<file path="config.mk">
export PLATFORM = sky130hd
export DESIGN_NAME = key_debounce_autorepeat
export DESIGN_NICKNAME = d
export VERILOG_FILES = /design/src/rtl/kda_pkg.sv /design/src/rtl/kda_step.sv /design/src/rtl/key_debounce_autorepeat.sv
export SDC_FILE = /design/constraint.sdc
export NUM_CORES = 1
export LEC_CHECK = 0
export BUFFER_PORTS_ARGS = -buffer_cell sky130_fd_sc_hd__buf_2
export CAP_MARGIN = 30
export CORE_MARGIN = 2
export CORE_UTILIZATION = 31
export DETAILED_ROUTE_END_ITERATION = 10
export GPL_ROUTABILITY_DRIVEN = 0
export PLACE_DENSITY = 0.49
export SYNTH_ARGS = -nofsm -noshare
export SYNTH_HDL_FRONTEND = slang
export SYNTH_SLANG_ARGS = --single-unit
</file>
<file path="constraint.sdc">
create_clock -name clk -period 5.3 [get_ports clk]
set_input_delay 0.795 -clock clk [delete_from_list [all_inputs] [get_ports clk]]
set_output_delay 0.795 -clock clk [all_outputs]
set_load 0.005 [all_outputs]
</file>
<file path="src/rtl/kda_pkg.sv">
// Package for the key debouncer with auto-repeat.
// Holds widths, key and register codes, reset values and the config, state and event types.
// No dependencies; imported by kda_step, key_debounce_autorepeat and its testbench.
package kda_pkg;

  localparam int COUNT_BITS = 8;
  localparam int REG_W      = 8;
  localparam int CFG_IDX_W  = 4;

  // key status codes
  localparam logic [1:0] KEY_NONE = 2'd0;
  localparam logic [1:0] KEY_UP   = 2'd1;
  localparam logic [1:0] KEY_DN   = 2'd2;
  localparam logic [1:0] KEY_BOTH = 2'd3;

  // configuration register indexes
  localparam logic [CFG_IDX_W-1:0] CFG_SCAN_INTERVAL      = CFG_IDX_W'(0);
  localparam logic [CFG_IDX_W-1:0] CFG_FIRST_REPEAT_DELAY = CFG_IDX_W'(1);
  localparam logic [CFG_IDX_W-1:0] CFG_SLOW_REPEAT_PERIOD = CFG_IDX_W'(2);
  localparam logic [CFG_IDX_W-1:0] CFG_FAST_REPEAT_PERIOD = CFG_IDX_W'(3);

  // register reset values
  localparam logic [REG_W-1:0] SCAN_INTERVAL_RST = REG_W'(10);
  localparam logic [REG_W-1:0] FIRST_DELAY_RST   = REG_W'(50);
  localparam logic [REG_W-1:0] SLOW_PERIOD_RST   = REG_W'(10);
  localparam logic [REG_W-1:0] FAST_PERIOD_RST   = REG_W'(3);

  typedef struct packed {
    logic [REG_W-1:0] scan_interval;
    logic [REG_W-1:0] first_repeat_delay;
    logic [REG_W-1:0] slow_repeat_period;
    logic [REG_W-1:0] fast_repeat_period;
  } kda_cfg_t;

  typedef struct packed {
    logic [REG_W-1:0]      prescale_count;
    logic [1:0]            last_status;
    logic [1:0]            accepted_code;
    logic                  repeat_flag;
    logic                  first_phase;
    logic                  repeat_armed;
    logic [COUNT_BITS-1:0] repeat_count;
    logic                  fast_mode;
  } kda_state_t;

  typedef struct packed {
    logic       valid;
    logic [1:0] key_code;
    logic       is_repeat;
  } kda_event_t;

endpackage

</file>
<file path="src/rtl/kda_step.sv">
// One tick of the debouncer: prescaler, sampling and the repeat logic.
// Purely combinational next state and event; depends on kda_pkg.
module kda_step
  import kda_pkg::*;
(
  input  kda_cfg_t   cfg,
  input  kda_state_t state,
  input  logic       up_pin,
  input  logic       down_pin,
  input  logic       fast_set,
  output kda_state_t state_nxt,
  output kda_event_t evt
);

  always_comb begin
    kda_state_t            s;
    logic [1:0]            status;
    logic [COUNT_BITS-1:0] period;
    logic [COUNT_BITS-1:0] delay;
    logic                  hit;

    s      = state;
    hit    = 1'b0;
    status = {~down_pin, ~up_pin};
    delay  = COUNT_BITS'(cfg.first_repeat_delay);
    period = state.fast_mode ? COUNT_BITS'(cfg.fast_repeat_period)
                             : COUNT_BITS'(cfg.slow_repeat_period);

    if (s.prescale_count != '0) begin
      s.prescale_count = s.prescale_count - REG_W'(1);
    end

    if (s.prescale_count == '0) begin
      if (status == s.last_status) begin
        if (s.last_status != KEY_NONE) begin
          if (s.accepted_code == s.last_status) begin
            if (s.repeat_armed) begin
              s.repeat_count = s.repeat_count + COUNT_BITS'(1);
              if (s.first_phase) begin
                if (s.repeat_count == delay) begin
                  s.repeat_count = '0;
                  s.first_phase  = 1'b0;
                  hit            = 1'b1;
                end
              end else begin
                s.repeat_flag = 1'b1;
                if (s.repeat_count == period) begin
                  s.repeat_count = '0;
                  hit            = 1'b1;
                end
              end
            end
          end else begin
            // newly stable key: one event, then arm the repeat
            s.accepted_code = s.last_status;
            hit             = 1'b1;
            s.repeat_flag   = 1'b0;
            s.first_phase   = 1'b1;
            s.repeat_armed  = 1'b1;
            s.repeat_count  = '0;
            s.fast_mode     = 1'b0;
          end
        end else begin
          s.accepted_code = KEY_NONE;
        end
      end else begin
        s.last_status  = status;
        s.repeat_flag  = 1'b0;
        s.first_phase  = 1'b1;
        s.repeat_armed = 1'b0;
        s.repeat_count = '0;
        s.fast_mode    = 1'b0;
      end
      s.prescale_count = cfg.scan_interval;
    end

    // fast request lands after the key logic of this tick
    if (fast_set) begin
      s.fast_mode = 1'b1;
    end

    state_nxt     = s;
    evt.valid     = hit;
    evt.key_code  = s.accepted_code;
    evt.is_repeat = s.repeat_flag;
  end

endmodule

</file>
<file path="src/rtl/key_debounce_autorepeat.sv">
// Top level of the two-key debouncer with auto-repeat.
// Holds the configuration, state and result registers; depends on kda_pkg, kda_step.
//
// Usage:
//   Each input beat (in_up_pin, in_down_pin, in_fast_set) is one timer tick.
//   The pins are active low. Every scan_interval ticks the keys are sampled;
//   a status seen on two successive samples is stable. A newly stable pressed
//   key gives one result beat (out_key_code, out_is_repeat = 0), and while it
//   is held repeats follow after first_repeat_delay samples and then every
//   slow or fast period. Most ticks give no result beat.
//   Throughput: one tick per cycle while in_ready is high. The whole tick update
//   runs through one level of logic from the input beat into the state and result
//   registers, so a result shows in the cycle after the tick that made it.
//   Stall: the result register holds a beat until out_ready takes it; while
//   it is full and out_ready is low, in_ready drops and ticks wait. A tick
//   is still taken in the cycle the waiting beat leaves.
//   Reset (rst_n low, synchronous): registers return to 10/50/10/3, the
//   prescaler to 10, all key and repeat state to idle, no result pending.
//   Configuration: cfg_we writes register cfg_index from cfg_wdata; indexes
//   beyond the four registers are dropped. Write only while idle.
module key_debounce_autorepeat
  import kda_pkg::*;
(
  input  logic                 clk,
  input  logic                 rst_n,
  input  logic                 cfg_we,
  input  logic [CFG_IDX_W-1:0] cfg_index,
  input  logic [REG_W-1:0]     cfg_wdata,
  input  logic                 in_valid,
  output logic                 in_ready,
  input  logic                 in_up_pin,
  input  logic                 in_down_pin,
  input  logic                 in_fast_set,
  output logic                 out_valid,
  input  logic                 out_ready,
  output logic [1:0]           out_key_code,
  output logic                 out_is_repeat
);

  kda_cfg_t   cfg_r;
  kda_state_t state_r;
  kda_state_t state_nxt;
  kda_event_t evt;
  logic       out_valid_r;
  logic       out_valid_nxt;
  logic [1:0] out_key_code_r;
  logic       out_is_repeat_r;
  logic       in_accept;

  kda_step u_step (
    .cfg       (cfg_r),
    .state     (state_r),
    .up_pin    (in_up_pin),
    .down_pin  (in_down_pin),
    .fast_set  (in_fast_set),
    .state_nxt (state_nxt),
    .evt       (evt)
  );

  // take a tick whenever the result register is empty or draining
  assign in_ready  = !out_valid_r || out_ready;
  assign in_accept = in_valid && in_ready;

  always_comb begin
    if (in_accept) begin
      out_valid_nxt = evt.valid;
    end else begin
      out_valid_nxt = out_valid_r && !out_ready;
    end
  end

  // configuration registers
  always_ff @(posedge clk) begin
    if (!rst_n) begin
      cfg_r.scan_interval      <= SCAN_INTERVAL_RST;
      cfg_r.first_repeat_delay <= FIRST_DELAY_RST;
      cfg_r.slow_repeat_period <= SLOW_PERIOD_RST;
      cfg_r.fast_repeat_period <= FAST_PERIOD_RST;
    end else if (cfg_we) begin
      case (cfg_index)
        CFG_SCAN_INTERVAL:      cfg_r.scan_interval      <= cfg_wdata;
        CFG_FIRST_REPEAT_DELAY: cfg_r.first_repeat_delay <= cfg_wdata;
        CFG_SLOW_REPEAT_PERIOD: cfg_r.slow_repeat_period <= cfg_wdata;
        CFG_FAST_REPEAT_PERIOD: cfg_r.fast_repeat_period <= cfg_wdata;
        default: ;  // drop writes beyond the register list
      endcase
    end
  end

  // key and repeat state; advance once per accepted tick
  always_ff @(posedge clk) begin
    if (!rst_n) begin
      state_r.prescale_count <= SCAN_INTERVAL_RST;
      state_r.last_status    <= KEY_NONE;
      state_r.accepted_code  <= KEY_NONE;
      state_r.repeat_flag    <= 1'b0;
      state_r.first_phase    <= 1'b1;
      state_r.repeat_armed   <= 1'b0;
      state_r.repeat_count   <= '0;
      state_r.fast_mode      <= 1'b0;
    end else if (in_accept) begin
      state_r <= state_nxt;
    end
  end

  // result register: valid under reset, payload loads with each event
  always_ff @(posedge clk) begin
    if (!rst_n) begin
      out_valid_r <= 1'b0;
    end else begin
      out_valid_r <= out_valid_nxt;
    end
  end

  always_ff @(posedge clk) begin
    if (in_accept && evt.valid) begin
      out_key_code_r  <= evt.key_code;
      out_is_repeat_r <= evt.is_repeat;
    end
  end

  assign out_valid     = out_valid_r;
  assign out_key_code  = out_key_code_r;
  assign out_is_repeat = out_is_repeat_r;

endmodule

</file>
==> results.md <==
- Synthesis-to-layout area growth: 12.6%
- Post-Synthesis Cell Area: 3300 um2
- Vias in the first global route: between 2000 and 3000
- Clock skew: just over 0.007 ns
- Gr busiest metal: met2
- Status: finished, final reports clean
- Clock sinks: 60
- Placed cell area: roughly 3500 um2
- DRT Pass-1 Iters: 4
- R2r startpoint: state_r[1]
- Synthesis Warnings: 0
- Final antenna diode count: 0
- CP endpoint kind: flip-flop
- Hold Crit Start: cfg_r[27]
- FFs w/ async S/R, synth: 0%
- Cells after Synth: 370
- Netlist cell types: 65
- Final nets: a little over 400
- Highest-count cells in the layout ignoring fill and taps: 57 x dfxtp_1, 38 x nor2_1, 36 x nand2_1, 36 x mux2i_1, 24 x buf_2
- Vias per cell: 5.02
- Kind of cell adding the most delay to the critical path: simple AND/OR/NAND/NOR gates
- All-Layer GR Usage: 14.5%
- Pleak: between 1 and 1.5 nW
- Post-synth EDFFs: 3
- Tmin final: slightly above 3 ns
- Largest net degree at the start of global routing: 38
- Clk slew on worst S/H paths: 0.07 ns
- Buffer count from post-CTS setup fixing: 0
- Post-synth net total: between 300 and 400
- Synth Flop Type: dfxtp_1
- CTS tree: built
- Final wirelength: 7730 um
- Skew-Pair Late Insertion Delay: 0.34 ns
- RSZ-0062 raised after global routing: false
- First-pass GRT wire length: 13000 um
- CTS Buf Count: 9
- Commonest non-fill, non-tap cell in the layout: dfxtp_1
- Area of the core: approximately 10000 um2
- Slowest-stage cell, CP: dfxtp_1
- Worst-path cell chain: ha_1 -> nand3_1 -> o21ai_0 -> o2111ai_1 -> nor4_1 -> a22oi_2 -> nor2b_1 -> o211a_1
- Resize count post-CTS: 0
- FMAX: around 330 MHz
- Die footprint: ~11000 um2
- Post-route setup TNS: 0 ns
- I/O pins: 25
- Hold/Removal Path Class: reg -> reg
- Share of layout cells above drive strength 1: 15.1%
- Routed wire length per instance: 14.7 um
- Startpoint Class: flip-flop
- DIE WIDTH: around 110 um
- Root buf cell: clkbuf_8
- Internal reg-to-reg setup slack: 2.23 ns
- Final hold violation count: 0
- Hold path depth: 1
- Port-buffer cells: 24
- Peak VDD IR: 0.115 mV
- CP arrival: 3.13 ns
- Post-Syn Area per Cell: 8.91 um2
- M2 GR Usage: between 20% and 30%
- Final setup fails: 0
- DR iter-0 viols: 92
- Total grt overflow: 0
- Num rows: 37
- R2R Path End: out_is_repeat
- Worst reg2reg path depth: 8
- Initial antenna violation count: 0
- # DRC: 0
- CP Max Fanout: 10
- Tcrit/Tclk final: approximately three fifths
- Die H: around 110 um
- Worst EP required: 5.35 ns
- Met3 Resource Use GR: 3.16%
- Final core occ: 36.0%
- Initial Util: 31.9%
- H-tree depth: 3
- Delay of the slowest critical-path stage: between 0.5 and 0.6 ns
- Hold EP: state_r[19]
- Worst-Margin Slew: 0.822 ns
- PwrDens: 278 nW/um2
- CP Buf/Inv Count: 0
- M1 GR Usage: 19.9%
- Vias: roughly 2600
- Layout fillers: approximately 1100
- Dpl hpwl: about 5600 um
- Relative slew slack: 44.9%
- Critical path class: reg -> reg
- Max Slew Vio Count: 0
- Hold_buf cts: 0
- Fin area: 3710 um2
- Sequential share of the synthesized area: 37.3%
- Clock Path Buffers: 2
- Antenna-violating nets left: 0
- Register bit total from synthesis: 60
- Maxcap violations: 0
[final cells by class]
type	instances	area, um2	area share (%)
multi-input combinational	282	1930	52.0
inverter	6	22.5	0.606
sequential	60	1230	33.2
clock buffer	10	138	3.71
tap	136	170	4.58
timing repair buffer	26	135	3.64
clock inverter	6	87.6	2.36
[how the worst max path moves through the flow]
stage                           from               to  slack [ns]  cells past startpoint
after detailed placement  state_r[1]  out_key_code[1]        2.21                      8
after floorplan           state_r[2]    out_is_repeat        2.79                      8
after global routing      state_r[1]  out_key_code[1]        1.95                      8
after CTS                 state_r[1]  out_key_code[1]        2.19                      8
final                     state_r[1]    out_is_repeat        2.23                      8
after global placement    state_r[1]  out_key_code[0]        2.20                      8
[flip-flops by register name (all words and copies together) (netlist names)]
| register | count |
|---|---|
| out_valid | 1 |
| state_r | 24 |
| out_key_code | 2 |
| out_is_repeat | 1 |
| cfg_r | 32 |
[logic make-up (layout without fill, tap and decap cells)]
family / count (synthesis) / after routing / share of synthesized area [%]
flip-flops: 60 / 60 / 37.3
adder cells (fa/ha/maj): 3 / 3 / 1.14
buffers and inverters: 28 / 48 / 4.14
multiplexers: 39 / 39 / 12.1
AND/OR/NAND/NOR: 148 / 148 / 24.2
AO/OA/AOI/OAI: 64 / 64 / 13.5
XOR/XNOR: 28 / 28 / 7.67
[metal layers]
metal  part of all wire, %  up-vias
li1                      -     1345
met1                    51     1248
met2                    44       42
met3                   3.8        8
met4                   1.3        0
met5                     0        -
[stage by stage]
| step | instances | worst slack, ns | total power, mW | hold slack, ns |
|---|---|---|---|---|
| after global routing | 526 | 1.95 | 1.08 | 0.491 |
| after CTS | 526 | 2.19 | 1.04 | 0.462 |
| after floorplan | 370 | 2.79 | 0.544 | 0.425 |
| after global placement | 510 | 2.20 | 0.572 | 0.445 |
| after detailed placement | 510 | 2.21 | 0.571 | 0.454 |
| final | 526 | 2.23 | 1.03 | 0.458 |
[power by group]
| group | switching, mW | internal (mW) |
|---|---|---|
| registers | 0.0137 | 0.463 |
| logic | 0.0479 | 0.0360 |
| clock network | 0.195 | 0.277 |
| total | 0.257 | 0.775 |
[synthesized netlist by cell type, types with 4 or more instances]
library cell	instances	share of area, %
o211ai_1	7	1.6
o21ai_0	8	1.2
a21oi_1	17	2.6
clkbuf_1	8	0.91
nor2b_1	7	1.3
and2_1	5	0.95
nand2_1	36	4.1
nand3_1	17	2.6
nor3_1	5	0.76
mux2i_1	36	11
nand4_1	5	0.95
nor2_1	38	4.3
dfxtp_1	57	35
nor3b_1	4	0.91
xor2_1	13	3.5
buf_2	6	0.91
a211oi_1	4	0.91
inv_1	5	0.57
nand4b_1	4	1.1
buf_1	4	0.46
a31oi_1	4	0.76
nand2b_1	4	0.76
xnor2_1	14	3.7
Note: power is estimated with default switching activity, not from simulation.
